==> config.mk <==
export PLATFORM = sky130hd
export DESIGN_NAME = page_frame_allocator_victim_flat
export DESIGN_NICKNAME = d
export VERILOG_FILES = /design/src/rtl/core/pfav_pkg.sv /design/src/rtl/core/pfav_ifs.sv /design/src/rtl/core/pfav_fstack.sv /design/src/rtl/core/pfav_ptab.sv /design/src/rtl/core/page_frame_allocator_victim.sv /design/src/flat_wrapper.sv
export VERILOG_INCLUDE_DIRS = /design/src /design/src/rtl/core
export SDC_FILE = /design/constraint.sdc
export NUM_CORES = 1
export LEC_CHECK = 0
export BUFFER_PORTS_ARGS = -buffer_cell sky130_fd_sc_hd__buf_4
export CAP_MARGIN = 25
export CELL_PAD_IN_SITES_DETAIL_PLACEMENT = 1
export CELL_PAD_IN_SITES_GLOBAL_PLACEMENT = 1
export CORE_MARGIN = 2
export CORE_UTILIZATION = 53
export CTS_CLUSTER_SIZE = 40
export DETAILED_ROUTE_END_ITERATION = 7
export PLACE_DENSITY_LB_ADDON = 0.1
export SLEW_MARGIN = 20
export SYNTH_ARGS = -nofsm -noshare
export SYNTH_HDL_FRONTEND = slang
export SYNTH_SLANG_ARGS = --single-unit
==> constraint.sdc <==
create_clock -name i_clk -period 7.21 [get_ports i_clk]
set_input_delay 1.442 -clock i_clk [delete_from_list [all_inputs] [get_ports i_clk]]
set_output_delay 1.442 -clock i_clk [all_outputs]
set_load 0.005 [all_outputs]
==> src/rtl/core/assert_macros.svh <==
// Assertion macros shared by the RTL.
// Depends on nothing; compiled out when NO_ASSERTIONS is set.
`ifndef ASSERT_MACROS_SVH
`define ASSERT_MACROS_SVH
`ifndef NO_ASSERTIONS
`define ASSERT_PROP(lbl, clk, rst_n, prop) \
    lbl: assert property (@(posedge clk) disable iff (!rst_n) prop) \
        else $error("assertion failed");
`define ASSERT_NEVER(lbl, clk, rst_n, expr) \
    lbl: assert property (@(posedge clk) disable iff (!rst_n) !(expr)) \
        else $error("forbidden condition seen");
`else
`define ASSERT_PROP(lbl, clk, rst_n, prop)
`define ASSERT_NEVER(lbl, clk, rst_n, expr)
`endif
`endif

==> src/rtl/core/pfav_pkg.sv <==
// Package for the page frame allocator: widths, opcodes, request types.
// No dependencies.
package pfav_pkg;

    localparam int NUM_FRAMES        = 16;
    localparam int FRAME_W           = 4;
    localparam int PAGES             = 16;
    localparam int PAGE_W            = 4;
    localparam int CNT_W             = 5;
    localparam int PROC_W            = 2;
    localparam int DEF_NUM_PROCESSES = 4;

    localparam logic OP_FAULT   = 1'b0;
    localparam logic OP_RELEASE = 1'b1;

    typedef struct packed {
        logic              operation;
        logic [PROC_W-1:0] process;
        logic [PAGE_W-1:0] page;
        logic [CNT_W-1:0]  page_count;
        logic [FRAME_W-1:0] random_frame;
    } t_req;

    typedef struct packed {
        logic [FRAME_W-1:0] frame;
        logic               victim_used;
        logic [CNT_W-1:0]   released_count;
        logic               stack_overflow;
    } t_rsp;

    typedef struct packed {
        logic rd;
        logic clr;
        logic wr;
    } t_pt_cmd;

    typedef struct packed {
        logic push;
        logic pop;
    } t_stk_cmd;

endpackage

==> src/rtl/core/pfav_ifs.sv <==
// Valid/ready channel interfaces for requests and results.
// Depends on pfav_pkg.
interface pfav_req_if import pfav_pkg::*; ();
    logic valid;
    logic ready;
    t_req data;
    modport source(output valid, output data, input ready);
    modport sink(input valid, input data, output ready);
endinterface

interface pfav_rsp_if import pfav_pkg::*; ();
    logic valid;
    logic ready;
    t_rsp data;
    modport source(output valid, output data, input ready);
    modport sink(input valid, input data, output ready);
endinterface

==> src/rtl/core/pfav_fstack.sv <==
// LIFO of free physical frames with fill count.
// Depends on pfav_pkg.
module pfav_fstack import pfav_pkg::*; (
    input  logic               i_clk,
    input  logic               i_rst_n,
    input  t_stk_cmd           i_cmd,
    input  logic [FRAME_W-1:0] i_push_frame,
    output logic [FRAME_W-1:0] o_top_frame,
    output logic               o_empty,
    output logic               o_full
);

    logic [FRAME_W-1:0] r_stack [NUM_FRAMES];
    logic [CNT_W-1:0]   r_count;
    logic [CNT_W-1:0]   top_idx;

    assign top_idx     = r_count - CNT_W'(1);
    assign o_top_frame = r_stack[top_idx[FRAME_W-1:0]];
    assign o_empty     = (r_count == '0);
    assign o_full      = (r_count == CNT_W'(NUM_FRAMES));

    always_ff @(posedge i_clk) begin
        if (!i_rst_n) begin
            for (int k = 0; k < NUM_FRAMES; k++) begin
                r_stack[k] <= FRAME_W'(k);
            end
            r_count <= CNT_W'(NUM_FRAMES);
        end else if (i_cmd.push && !o_full) begin
            r_stack[r_count[FRAME_W-1:0]] <= i_push_frame;
            r_count <= r_count + CNT_W'(1);
        end else if (i_cmd.pop && !o_empty) begin
            r_count <= r_count - CNT_W'(1);
        end
    end

endmodule

==> src/rtl/core/pfav_ptab.sv <==
// Page table: frame memory with registered read plus per-entry valid flops.
// Depends on pfav_pkg.
module pfav_ptab import pfav_pkg::*; #(
    parameter int NUM_PROCESSES = DEF_NUM_PROCESSES
) (
    input  logic                                     i_clk,
    input  logic                                     i_rst_n,
    input  t_pt_cmd                                  i_cmd,
    input  logic [$clog2(NUM_PROCESSES*PAGES)-1:0]   i_rd_addr,
    input  logic [$clog2(NUM_PROCESSES*PAGES)-1:0]   i_wr_addr,
    input  logic [FRAME_W-1:0]                       i_wr_frame,
    output logic [FRAME_W-1:0]                       o_rd_frame,
    output logic                                     o_rd_valid
);

    localparam int DEPTH = NUM_PROCESSES * PAGES;

    logic [FRAME_W-1:0] r_mem [DEPTH];
    logic [DEPTH-1:0]   r_valid;
    logic [FRAME_W-1:0] r_rd_frame;
    logic               r_rd_valid;

    always_ff @(posedge i_clk) begin
        if (i_cmd.wr) begin
            r_mem[i_wr_addr] <= i_wr_frame;
        end
    end

    always_ff @(posedge i_clk) begin
        if (i_cmd.rd) begin
            r_rd_frame <= r_mem[i_rd_addr];
        end
    end

    // valid bit is sampled before the clear of the same entry
    always_ff @(posedge i_clk) begin
        if (!i_rst_n) begin
            r_valid    <= '0;
            r_rd_valid <= 1'b0;
        end else begin
            if (i_cmd.rd) begin
                r_rd_valid <= r_valid[i_rd_addr];
            end
            if (i_cmd.rd && i_cmd.clr) begin
                r_valid[i_rd_addr] <= 1'b0;
            end
            if (i_cmd.wr) begin
                r_valid[i_wr_addr] <= 1'b1;
            end
        end
    end

    assign o_rd_frame = r_rd_frame;
    assign o_rd_valid = r_rd_valid;

endmodule

==> src/rtl/core/page_frame_allocator_victim.sv <==
// Page frame allocator, top level: sequencer, free stack, page table.
// After accept: a fault with a free frame pops it (S_POP); a release walks page_count pages
// (clamped to 16, S_WALK); a fault with an empty stack scans the table, then probes frames.
// One request in flight: the next request is taken only once the sequencer is back in S_IDLE.
// A finished result waits in the output register; a stalled o_rsp holds the sequencer.
// Sync active-low reset: stack holds frames 0..15 (15 on top), all pages invalid.
`include "assert_macros.svh"

module page_frame_allocator_victim import pfav_pkg::*; #(
    parameter int NUM_PROCESSES = DEF_NUM_PROCESSES
) (
    input  logic       i_clk,
    input  logic       i_rst_n,
    pfav_req_if.sink   i_req,
    pfav_rsp_if.source o_rsp
);

    localparam int DEPTH  = NUM_PROCESSES * PAGES;
    localparam int ADDR_W = $clog2(DEPTH);
    localparam int PIDX_W = (NUM_PROCESSES > 1) ? $clog2(NUM_PROCESSES) : 1;

    localparam logic [2:0] S_IDLE  = 3'd0;
    localparam logic [2:0] S_POP   = 3'd1;
    localparam logic [2:0] S_SCAN  = 3'd2;
    localparam logic [2:0] S_PROBE = 3'd3;
    localparam logic [2:0] S_WALK  = 3'd4;
    localparam logic [2:0] S_DONE  = 3'd5;

    function automatic logic [PIDX_W-1:0] proc_mod(input logic [PROC_W-1:0] p);
        logic [4:0] v;
        v = 5'(p);
        for (int k = 0; k < 3; k++) begin
            if (v >= 5'(NUM_PROCESSES)) begin
                v = v - 5'(NUM_PROCESSES);
            end
        end
        return PIDX_W'(v);
    endfunction

    function automatic logic [FRAME_W-1:0] frame_inc(input logic [FRAME_W-1:0] f);
        return (f == FRAME_W'(NUM_FRAMES - 1)) ? '0 : f + FRAME_W'(1);
    endfunction

    logic [2:0]           r_state, n_state;
    logic                 r_op, n_op;
    logic [PIDX_W-1:0]    r_pidx, n_pidx;
    logic [PAGE_W-1:0]    r_page, n_page;
    logic [CNT_W-1:0]     r_cnt, n_cnt;
    logic [CNT_W-1:0]     r_idx, n_idx;
    logic                 r_pend, n_pend;
    logic [NUM_FRAMES-1:0] r_mask, n_mask;
    logic [FRAME_W-1:0]   r_f, n_f;
    logic [CNT_W-1:0]     r_pass, n_pass;
    logic [FRAME_W-1:0]   r_frame, n_frame;
    logic                 r_victim, n_victim;
    logic [CNT_W-1:0]     r_released, n_released;
    logic                 r_ovf, n_ovf;
    t_rsp                 r_out, n_out;
    logic                 r_out_valid, n_out_valid;

    t_pt_cmd              pt_cmd;
    logic [ADDR_W-1:0]    pt_rd_addr;
    logic [ADDR_W-1:0]    pt_wr_addr;
    logic [FRAME_W-1:0]   pt_wr_frame;
    logic [FRAME_W-1:0]   pt_rd_frame;
    logic                 pt_rd_valid;

    t_stk_cmd             stk_cmd;
    logic [FRAME_W-1:0]   stk_top;
    logic                 stk_empty;
    logic                 stk_full;

    logic                 hit;
    logic [CNT_W-1:0]     pass_n;
    logic [FRAME_W-1:0]   f_final;

    pfav_ptab #(
        .NUM_PROCESSES(NUM_PROCESSES)
    ) u_ptab (
        .i_clk      (i_clk),
        .i_rst_n    (i_rst_n),
        .i_cmd      (pt_cmd),
        .i_rd_addr  (pt_rd_addr),
        .i_wr_addr  (pt_wr_addr),
        .i_wr_frame (pt_wr_frame),
        .o_rd_frame (pt_rd_frame),
        .o_rd_valid (pt_rd_valid)
    );

    pfav_fstack u_fstack (
        .i_clk        (i_clk),
        .i_rst_n      (i_rst_n),
        .i_cmd        (stk_cmd),
        .i_push_frame (pt_rd_frame),
        .o_top_frame  (stk_top),
        .o_empty      (stk_empty),
        .o_full       (stk_full)
    );

    assign i_req.ready = (r_state == S_IDLE);
    assign o_rsp.valid = r_out_valid;
    assign o_rsp.data  = r_out;

    assign pt_rd_addr = ADDR_W'({r_pidx, r_idx[PAGE_W-1:0]});
    assign pt_wr_addr = ADDR_W'({r_pidx, r_page});
    assign hit        = r_mask[r_f];
    assign pass_n     = r_pass + CNT_W'(1);
    assign f_final    = hit ? frame_inc(r_f) : r_f;

    always_comb begin
        n_state     = r_state;
        n_op        = r_op;
        n_pidx      = r_pidx;
        n_page      = r_page;
        n_cnt       = r_cnt;
        n_idx       = r_idx;
        n_pend      = r_pend;
        n_mask      = r_mask;
        n_f         = r_f;
        n_pass      = r_pass;
        n_frame     = r_frame;
        n_victim    = r_victim;
        n_released  = r_released;
        n_ovf       = r_ovf;
        n_out       = r_out;
        n_out_valid = r_out_valid && !o_rsp.ready;
        pt_cmd      = '0;
        pt_wr_frame = stk_top;
        stk_cmd     = '0;

        case (r_state)
            S_IDLE: begin
                if (i_req.valid) begin
                    n_op       = i_req.data.operation;
                    n_pidx     = proc_mod(i_req.data.process);
                    n_page     = i_req.data.page;
                    n_cnt      = (i_req.data.page_count > CNT_W'(PAGES)) ?
                                 CNT_W'(PAGES) : i_req.data.page_count;
                    n_f        = i_req.data.random_frame;
                    n_idx      = '0;
                    n_pend     = 1'b0;
                    n_mask     = '0;
                    n_pass     = '0;
                    n_frame    = '0;
                    n_victim   = 1'b0;
                    n_released = '0;
                    n_ovf      = 1'b0;
                    if (i_req.data.operation == OP_RELEASE) begin
                        n_state = S_WALK;
                    end else if (stk_empty) begin
                        n_state = S_SCAN;
                    end else begin
                        n_state = S_POP;
                    end
                end
            end
            S_POP: begin
                stk_cmd.pop = 1'b1;
                pt_cmd.wr   = 1'b1;
                pt_wr_frame = stk_top;
                n_frame     = stk_top;
                n_state     = S_DONE;
            end
            S_SCAN: begin
                // build mask of frames this process maps
                if (r_idx < CNT_W'(PAGES)) begin
                    pt_cmd.rd = 1'b1;
                    n_idx     = r_idx + CNT_W'(1);
                end
                n_pend = (r_idx < CNT_W'(PAGES));
                if (r_pend && pt_rd_valid) begin
                    n_mask[pt_rd_frame] = 1'b1;
                end
                if (r_idx == CNT_W'(PAGES)) begin
                    n_state = S_PROBE;
                end
            end
            S_PROBE: begin
                n_pass = pass_n;
                if (hit) begin
                    n_f = frame_inc(r_f);
                end
                if (!hit || (pass_n > CNT_W'(NUM_FRAMES))) begin
                    pt_cmd.wr   = 1'b1;
                    pt_wr_frame = f_final;
                    n_frame     = f_final;
                    n_victim    = 1'b1;
                    n_state     = S_DONE;
                end
            end
            S_WALK: begin
                if (r_idx < r_cnt) begin
                    pt_cmd.rd  = 1'b1;
                    pt_cmd.clr = 1'b1;
                    n_idx      = r_idx + CNT_W'(1);
                end
                n_pend = (r_idx < r_cnt);
                if (r_pend && pt_rd_valid) begin
                    if (!stk_full) begin
                        stk_cmd.push = 1'b1;
                        n_released   = r_released + CNT_W'(1);
                    end else begin
                        n_ovf = 1'b1;
                    end
                end
                if (r_idx >= r_cnt) begin
                    n_state = S_DONE;
                end
            end
            S_DONE: begin
                if (!r_out_valid || o_rsp.ready) begin
                    n_out.frame          = (r_op == OP_FAULT) ? r_frame : '0;
                    n_out.victim_used    = r_victim;
                    n_out.released_count = r_released;
                    n_out.stack_overflow = r_ovf;
                    n_out_valid          = 1'b1;
                    n_state              = S_IDLE;
                end
            end
            default: begin
                n_state = S_IDLE;
            end
        endcase
    end

    always_ff @(posedge i_clk) begin
        if (!i_rst_n) begin
            r_state     <= S_IDLE;
            r_pend      <= 1'b0;
            r_out_valid <= 1'b0;
        end else begin
            r_state     <= n_state;
            r_pend      <= n_pend;
            r_out_valid <= n_out_valid;
        end
    end

    always_ff @(posedge i_clk) begin
        r_op       <= n_op;
        r_pidx     <= n_pidx;
        r_page     <= n_page;
        r_cnt      <= n_cnt;
        r_idx      <= n_idx;
        r_mask     <= n_mask;
        r_f        <= n_f;
        r_pass     <= n_pass;
        r_frame    <= n_frame;
        r_victim   <= n_victim;
        r_released <= n_released;
        r_ovf      <= n_ovf;
        r_out      <= n_out;
    end

    `ASSERT_PROP(a_probe_only_empty, i_clk, i_rst_n, (r_state == S_PROBE) |-> stk_empty)
    `ASSERT_PROP(a_pop_has_frame, i_clk, i_rst_n, (r_state == S_POP) |-> !stk_empty)
    `ASSERT_NEVER(a_pass_bound, i_clk, i_rst_n, (r_state == S_PROBE) && (r_pass > CNT_W'(NUM_FRAMES)))
    `ASSERT_PROP(a_release_bound, i_clk, i_rst_n, (r_state == S_WALK) |-> (r_released <= r_idx))

endmodule
==> src/flat_wrapper.sv <==
// flat-port wrapper written by rule: the top's interface ports become plain ports
module page_frame_allocator_victim_flat import pfav_pkg::*;
#(
    parameter int NUM_PROCESSES = DEF_NUM_PROCESSES
)
  (i_clk, i_rst_n, i_req_valid, i_req_data, i_req_ready, o_rsp_valid, o_rsp_data, o_rsp_ready);
  pfav_req_if i_req_i ();
  pfav_rsp_if o_rsp_i ();
  input  logic i_clk;
  input  logic i_rst_n;
  input wire logic [$bits(i_req_i.valid)-1:0] i_req_valid;
  input wire logic [$bits(i_req_i.data)-1:0] i_req_data;
  output wire logic [$bits(i_req_i.ready)-1:0] i_req_ready;
  output wire logic [$bits(o_rsp_i.valid)-1:0] o_rsp_valid;
  output wire logic [$bits(o_rsp_i.data)-1:0] o_rsp_data;
  input wire logic [$bits(o_rsp_i.ready)-1:0] o_rsp_ready;
  assign i_req_i.valid = i_req_valid;
  assign i_req_i.data = i_req_data;
  assign i_req_ready = i_req_i.ready;
  assign o_rsp_valid = o_rsp_i.valid;
  assign o_rsp_data = o_rsp_i.data;
  assign o_rsp_i.ready = o_rsp_ready;
  page_frame_allocator_victim #(.NUM_PROCESSES(NUM_PROCESSES)) u_core (.i_clk(i_clk), .i_rst_n(i_rst_n), .i_req(i_req_i), .o_rsp(o_rsp_i));
endmodule
Word level (Yosys, flattened, before mapping)
Memory sizes are Yosys's and may differ from the RTL's. A register that Yosys moved wholly into a read port is not among the register bits.
Cells that the tools add are included.
{"block": "classes", "n_addsub": 6, "multipliers": 0, "div_mod_pow": 0, "magnitude_cmp": 12, "n_eq_ne": 19, "shifts": 0, "mux": 71, "bitwise_logic": 4, "n_reduce_logical": 35}
{"cell": "$mux W64", "n": 3}
{"cell": "$and A64 B64 Y64", "n": 1}
{"cell": "$not A64 Y64", "n": 1}
{"cell": "$or A64 B64 Y64", "n": 1}
{"cell": "$mux W4", "n": 9}
{"cell": "$mux W5", "n": 7}
{"cell": "$mux W16", "n": 2}
{"cell": "$pmux W16 S2", "n": 1}
{"cell": "$mux W1", "n": 25}
{"cell": "$add A5 B1 Y5 const B", "n": 4}
{"cell": "$pmux W5 S2", "n": 2}
{"cell": "$mux W3", "n": 6}
{"cell": "$ne A2 B1 Y1 const B", "n": 9}
{"cell": "$pmux W3 S6", "n": 1}
{"cell": "$or A16 B16 Y16", "n": 1}
{"cell": "$pmux W5 S3", "n": 1}
{"cell": "$lt A6 B7 Y1 const B", "n": 2}
{"cell": "$demux W1 S6", "n": 2}
{"cell": "$ge A6 B1 Y1 const B", "n": 2}
{"cell": "$pmux W4 S3", "n": 1}
{"cell": "$reduce_and A4 Y1", "n": 3}
{"cell": "$eq A5 B5 Y1 const B", "n": 2}
{"cell": "$gt A5 B5 Y1 const B", "n": 2}
{"cell": "$lt A4 B5 Y1 const B", "n": 2}
{"cell": "29 further kinds", "n": 57}
{"block": "totals", "ff_bits": 139, "latchBits": 0, "mem_bits_rw": 320, "rom_bits": 0, "in_bits": 20, "word_cells": 171, "n_memories": 2}
{"memory": "u_core.u_ptab.r_mem", "depth": 64, "width": 4, "rd": 1, "rd_clocked_by_memory_dff": 1, "wr": 1, "line_no": "pfav_ptab.sv:18", "source": "logic [FRAME_W-1:0] r_mem [DEPTH];"}
{"memory": "u_core.u_fstack.r_stack", "depth": 16, "width": 4, "rd": 1, "rd_clocked_by_memory_dff": 0, "wr": 16, "line_no": "pfav_fstack.sv:13", "source": "logic [FRAME_W-1:0] r_stack [NUM_FRAMES];"}

Longest topological paths before layout
{"block": "logic_depth", "word_depth": 10, "depth_mapped": 11, "depth_no_buf": 8}

Modules after synthesis
A second synthesis with hierarchy kept.
{"block": "unflattened", "hier_cells": 1549, "hier_area_um2": 20458.4}
{"module": "pfav_ptab", "instances": 1, "cells_each": 949, "area_each_um2": 13471.7, "seq_area_each_um2": 9108.7}
{"module": "pfav_fstack", "instances": 1, "cells_each": 298, "area_each_um2": 3520.9, "seq_area_each_um2": 2021.9}
{"module": "page_frame_allocator_victim", "instances": 1, "cells_each": 302, "area_each_um2": 3465.8, "seq_area_each_um2": 2021.9}

Worst setup path after synthesis
No wires, ideal clock.
{"block": "synth_path", "kind": "register -> register", "startpoint": "register u_core.u_fstack.r_count[0]", "endpoint": "memory u_core.u_ptab.r_mem[0][0], data pin", "setup_time_ps": 563, "arrival_ps": 4528, "slack_ps": 2119, "path_stages_with_launch": 12, "path_buffers": 4, "period_less_slack_ps": 5091, "path_cell_list": "dfxtp_1 clkbuf_1 clkbuf_1 inv_1 ha_1 xor2_1 buf_2 buf_2 mux2i_1 a22oi_1 a31oi_1 mux2i_1"}
{"block": "synth_between", "elab_chain_cells": 4}
{"item": "from (decl)", "line_no": "pfav_fstack.sv:14", "source": "logic [CNT_W-1:0] r_count;"}
{"item": "from (signal assigned)", "line_no": "pfav_fstack.sv:27", "source": "r_count <= CNT_W'(NUM_FRAMES);"}
{"item": "from (signal assigned)", "line_no": "pfav_fstack.sv:30", "source": "r_count <= r_count + CNT_W'(1);"}
{"item": "from (signal assigned)", "line_no": "pfav_fstack.sv:32", "source": "r_count <= r_count - CNT_W'(1);"}
{"item": "$sub A5 B1 Y5 (*)", "line_no": "pfav_fstack.sv:17", "source": "assign top_idx = r_count - CNT_W'(1);"}
{"item": "$mem_v2 Z16 W4 (*)"}
{"item": "$mux W4", "line_no": "page_frame_allocator_victim.sv:183", "source": "if (!hit || (pass_n > CNT_W'(NUM_FRAMES))) begin"}
{"item": "$mux W4 (*)", "line_no": "page_frame_allocator_victim.sv:131", "source": "case (r_state)"}
{"item": "named net u_core.pt_wr_frame[0]", "line_no": "page_frame_allocator_victim.sv:64", "source": "logic [FRAME_W-1:0] pt_wr_frame;"}
{"item": "to (decl)", "line_no": "pfav_ptab.sv:18"}
Mark *: on every way through the listed nets, which the timed path passes. The rest lies on a longest branch.

==> reports/results.txt <==
outcome = finished, final reports clean
Post-Place Cell Area = 20880 sq um
Crit Path Class = flip-flop to flip-flop
Peak VDD IR = 0.4122 mV
Leakage = 0.007242 uW
CP startpoint kind = flip-flop
CTS tree = yes
largest area contributor in the netlist = edfxtp_1
worst endpoint required time = 7440 ps
YS warnings = 0
Synth top area share = 57.61%
setup TNS = 0 ps
R2R depth = 5
Cells on Worst Hold Path = 0
initial antenna violation count = 0
Layout area overhead = 11.98%
Sequential Power Share = 40.5%
DRC = 0
fin crit share = 52.43%
worst skew pair latency = 620 ps
switch share = 36.59%
fraction of layout cells with a size suffix above 1 = 14.58%
H-tree Lvls = 2
Post-Syn Nets = 1543
ys flop type = edfxtp_1
sequential fraction of the synthesis area = 65.03%
root buffer cell = clkbuf_16
Async SR Flop Fraction = 0%
most frequent cells in the layout = 388 x edfxtp_1, 123 x nor2_1, 92 x o21ai_0, 88 x nand2_1, 75 x dfxtp_1
clock network power share = 25.8%
Max Fanout on Critical Path = 19
global-route wire length before repair = 87.47 mm
PostCTS Resize Cnt = 0
Synth Area per Inst = 13.41 sq um
Worst setup startpoint = u_core.u_fstack.r_count[0]$_SDFFE_PN0P_
FMAX = 0.2645 GHz
Ports = 33
WL/cell = 28.22 microns
Max clock buf depth = 3
via/cell ratio = 6.579
mapped cell area = 20220 sq um
DP HPWL = 36.74 mm
Hold Crit Class = flip-flop to flip-flop
DRT Pass-1 Iters = 5
Seq cells post-synth = 463
Die Wd = 199.3 microns
Placed Cells = 1956
Mapped Cells = 1508
Slew @ Worst Pin = 1080 ps
GRT Residual Overflow = 0
post-layout instance area = 22650 sq um
Sw Pwr = 3826 uW
Setup Fix Bufs, Post-CTS = 0
TritonCTS buffer count = 49
Int Pwr = 6631 uW
largest net degree at the start of global routing = 94
PnR worst setup slack = 3430 ps
Final Non-Filler Cells = 2054
Worst-path clk slew = 60 ps
Starting DRT DRC Count = 1174
area of the die = 39740 sq um
# rows = 71
Final ANT Viol Nets = 0
Post-Route Utilization = 60.12%
port bufs = 32
Sink Count = 463
vias in the first global route = 13870
Starting Density = 53.69%
CP Capture Type = flip-flop
max cap viols = 0
Hold Crit Endpoint = u_core.o_rsp.data[0]$_DFFE_PP_
antenna cell count = 0
vias = 13510
pre-CTS setup slack = 3419 ps
WP data arrival = 4010 ps
Total GRT Usage = 30.09%
Final GP Congestion = 0.8523
RSZ-0062 raised after global routing = no
DIE HEIGHT = 199.3 microns
synth unique cells = 72
most common cell after layout, fill and taps aside = edfxtp_1
Worst R2R End = u_core.u_fstack.r_stack[0][1]$_SDFFCE_PN0P_
synth top area cells = edfxtp_1 58%, dfxtp_1 7.4%, mux4_2 4.6%, mux2i_1 3.7%, o211ai_1 2.5%
launch point of the worst reg-to-reg path = u_core.u_fstack.r_count[0]$_SDFFE_PN0P_
Final Max Tran Viols = 0
Total Nets Final = 1538
WL final = 57.96 mm
hold_buf cts = 0
Setup Skew = 26.20 ps
final hold violation count = 0
Cell Pwr Density = 461.7 nW/um^2
Relative slew margins = 27.85%
hold path start = u_core.r_ovf$_DFFE_PP_
combinational fraction of design power = 33.7%
clock period minus worst slack = 3780 ps
Std-Cell Core Area = 37670 sq um
reg2reg setup slack = 3430 ps
# setup viols final = 0
EDFF count, synth = 388
-- state kept, by name, summed over array words and instances (netlist names), 2 cells and up --
signal,cells
u_core.r_frame,4
u_core.r_f,4
u_core.u_ptab.r_valid,64
u_core.r_page,4
u_core.o_rsp.data,11
u_core.r_cnt,5
u_core.r_pass,5
u_core.r_mask,16
u_core.u_ptab.r_mem,256
u_core.r_idx,5
u_core.r_state,3
u_core.u_fstack.r_stack,64
u_core.u_ptab.o_rd_frame,4
u_core.r_released,5
u_core.r_pidx,2
u_core.u_fstack.r_count,5
-- final cells by class --
| type | count | area [sq um] |
|---|---|---|
| fill | 3623 | 15020 |
| timing repair buffer | 61 | 461.7 |
| clock inverter | 36 | 447.9 |
| multi-input combinational | 905 | 6610 |
| clock buffer | 55 | 1249 |
| inverter | 23 | 86.33 |
| sequential | 463 | 13150 |
| tap | 511 | 639.4 |
-- cell families (layout without fill, tap and decap cells) --
family	count (synthesis)	in the layout	share of synthesized area [%]
AOI/OAI and AO/OA	343	343	11.29
xor gates and xnor gates	16	16	0.6929
adders and majority gates	15	15	0.9280
buffers and inverters	140	175	2.889
DFF	463	463	65.03
muxes	139	139	9.583
and+or+nand+nor	392	392	9.583
-- synthesized netlist by cell type (all sizes together), types with 29 or more instances --
master,instances
nor3,38
clkbuf,76
o21ai,111
edfxtp,388
mux2i,74
dfxtp,75
nand2,89
a21oi,29
o211ai,67
buf,41
nor2,123
mux4,41
-- power by group through the flow --
stage                     clock, uW  combinational [uW]  sequential, uW
after floorplan                   0                2220            4220
after global placement            0                3370            4270
after detailed placement          0                3480            4280
after CTS                      2720                3510            4230
after global routing           2810                3780            4270
final                          2700                3520            4230
-- worst max path at each step --
stage | end | slack (ps) | cells after the start
2_1_floorplan | u_core.u_ptab.r_mem[0][0]$_DFFE_PP_ | 2120 | 11
3_3_place_gp | u_core.u_ptab.o_rd_valid$_SDFFE_PN0P_ | 3590 | 9
3_5_place_dp | u_core.u_fstack.r_stack[0][2]$_SDFFCE_PN0P_ | 3420 | 5
4_1_cts | u_core.u_fstack.r_stack[0][1]$_SDFFCE_PN0P_ | 3410 | 5
5_1_grt | u_core.u_fstack.r_stack[2][1]$_SDFFCE_PN1P_ | 3030 | 5
6_report | u_core.u_fstack.r_stack[0][1]$_SDFFCE_PN0P_ | 3430 | 5
-- critical path, stage by stage, from the launching register on --
cell and delay (ps):
dfxtp_1 890, inv_1 240, ha_1 330, a311oi_1 870
nand2_2 450, o21ai_0 610
-- per-layer routing --
| metal | global-route usage, % | part of all wire (%) | vias up |
|---|---|---|---|
| met5 | 0.7663 | 0.062 | - |
| li1 | - | - | 5842 |
| met3 | 7.325 | 8.7 | 121 |
| met1 | 41.15 | 42 | 6960 |
| met2 | 47.13 | 46 | 589 |
| met4 | 10.73 | 2.7 | 2 |
-- per-stage QoR --
step	total power, uW	hold slack, ps
finish	10460	456.0
global route	10860	454.6
floorplan	6439	400.3
CTS	10460	447.0
detailed placement	7762	423.0
global placement	7641	434.2
Power figures use the tool's default switching activity.
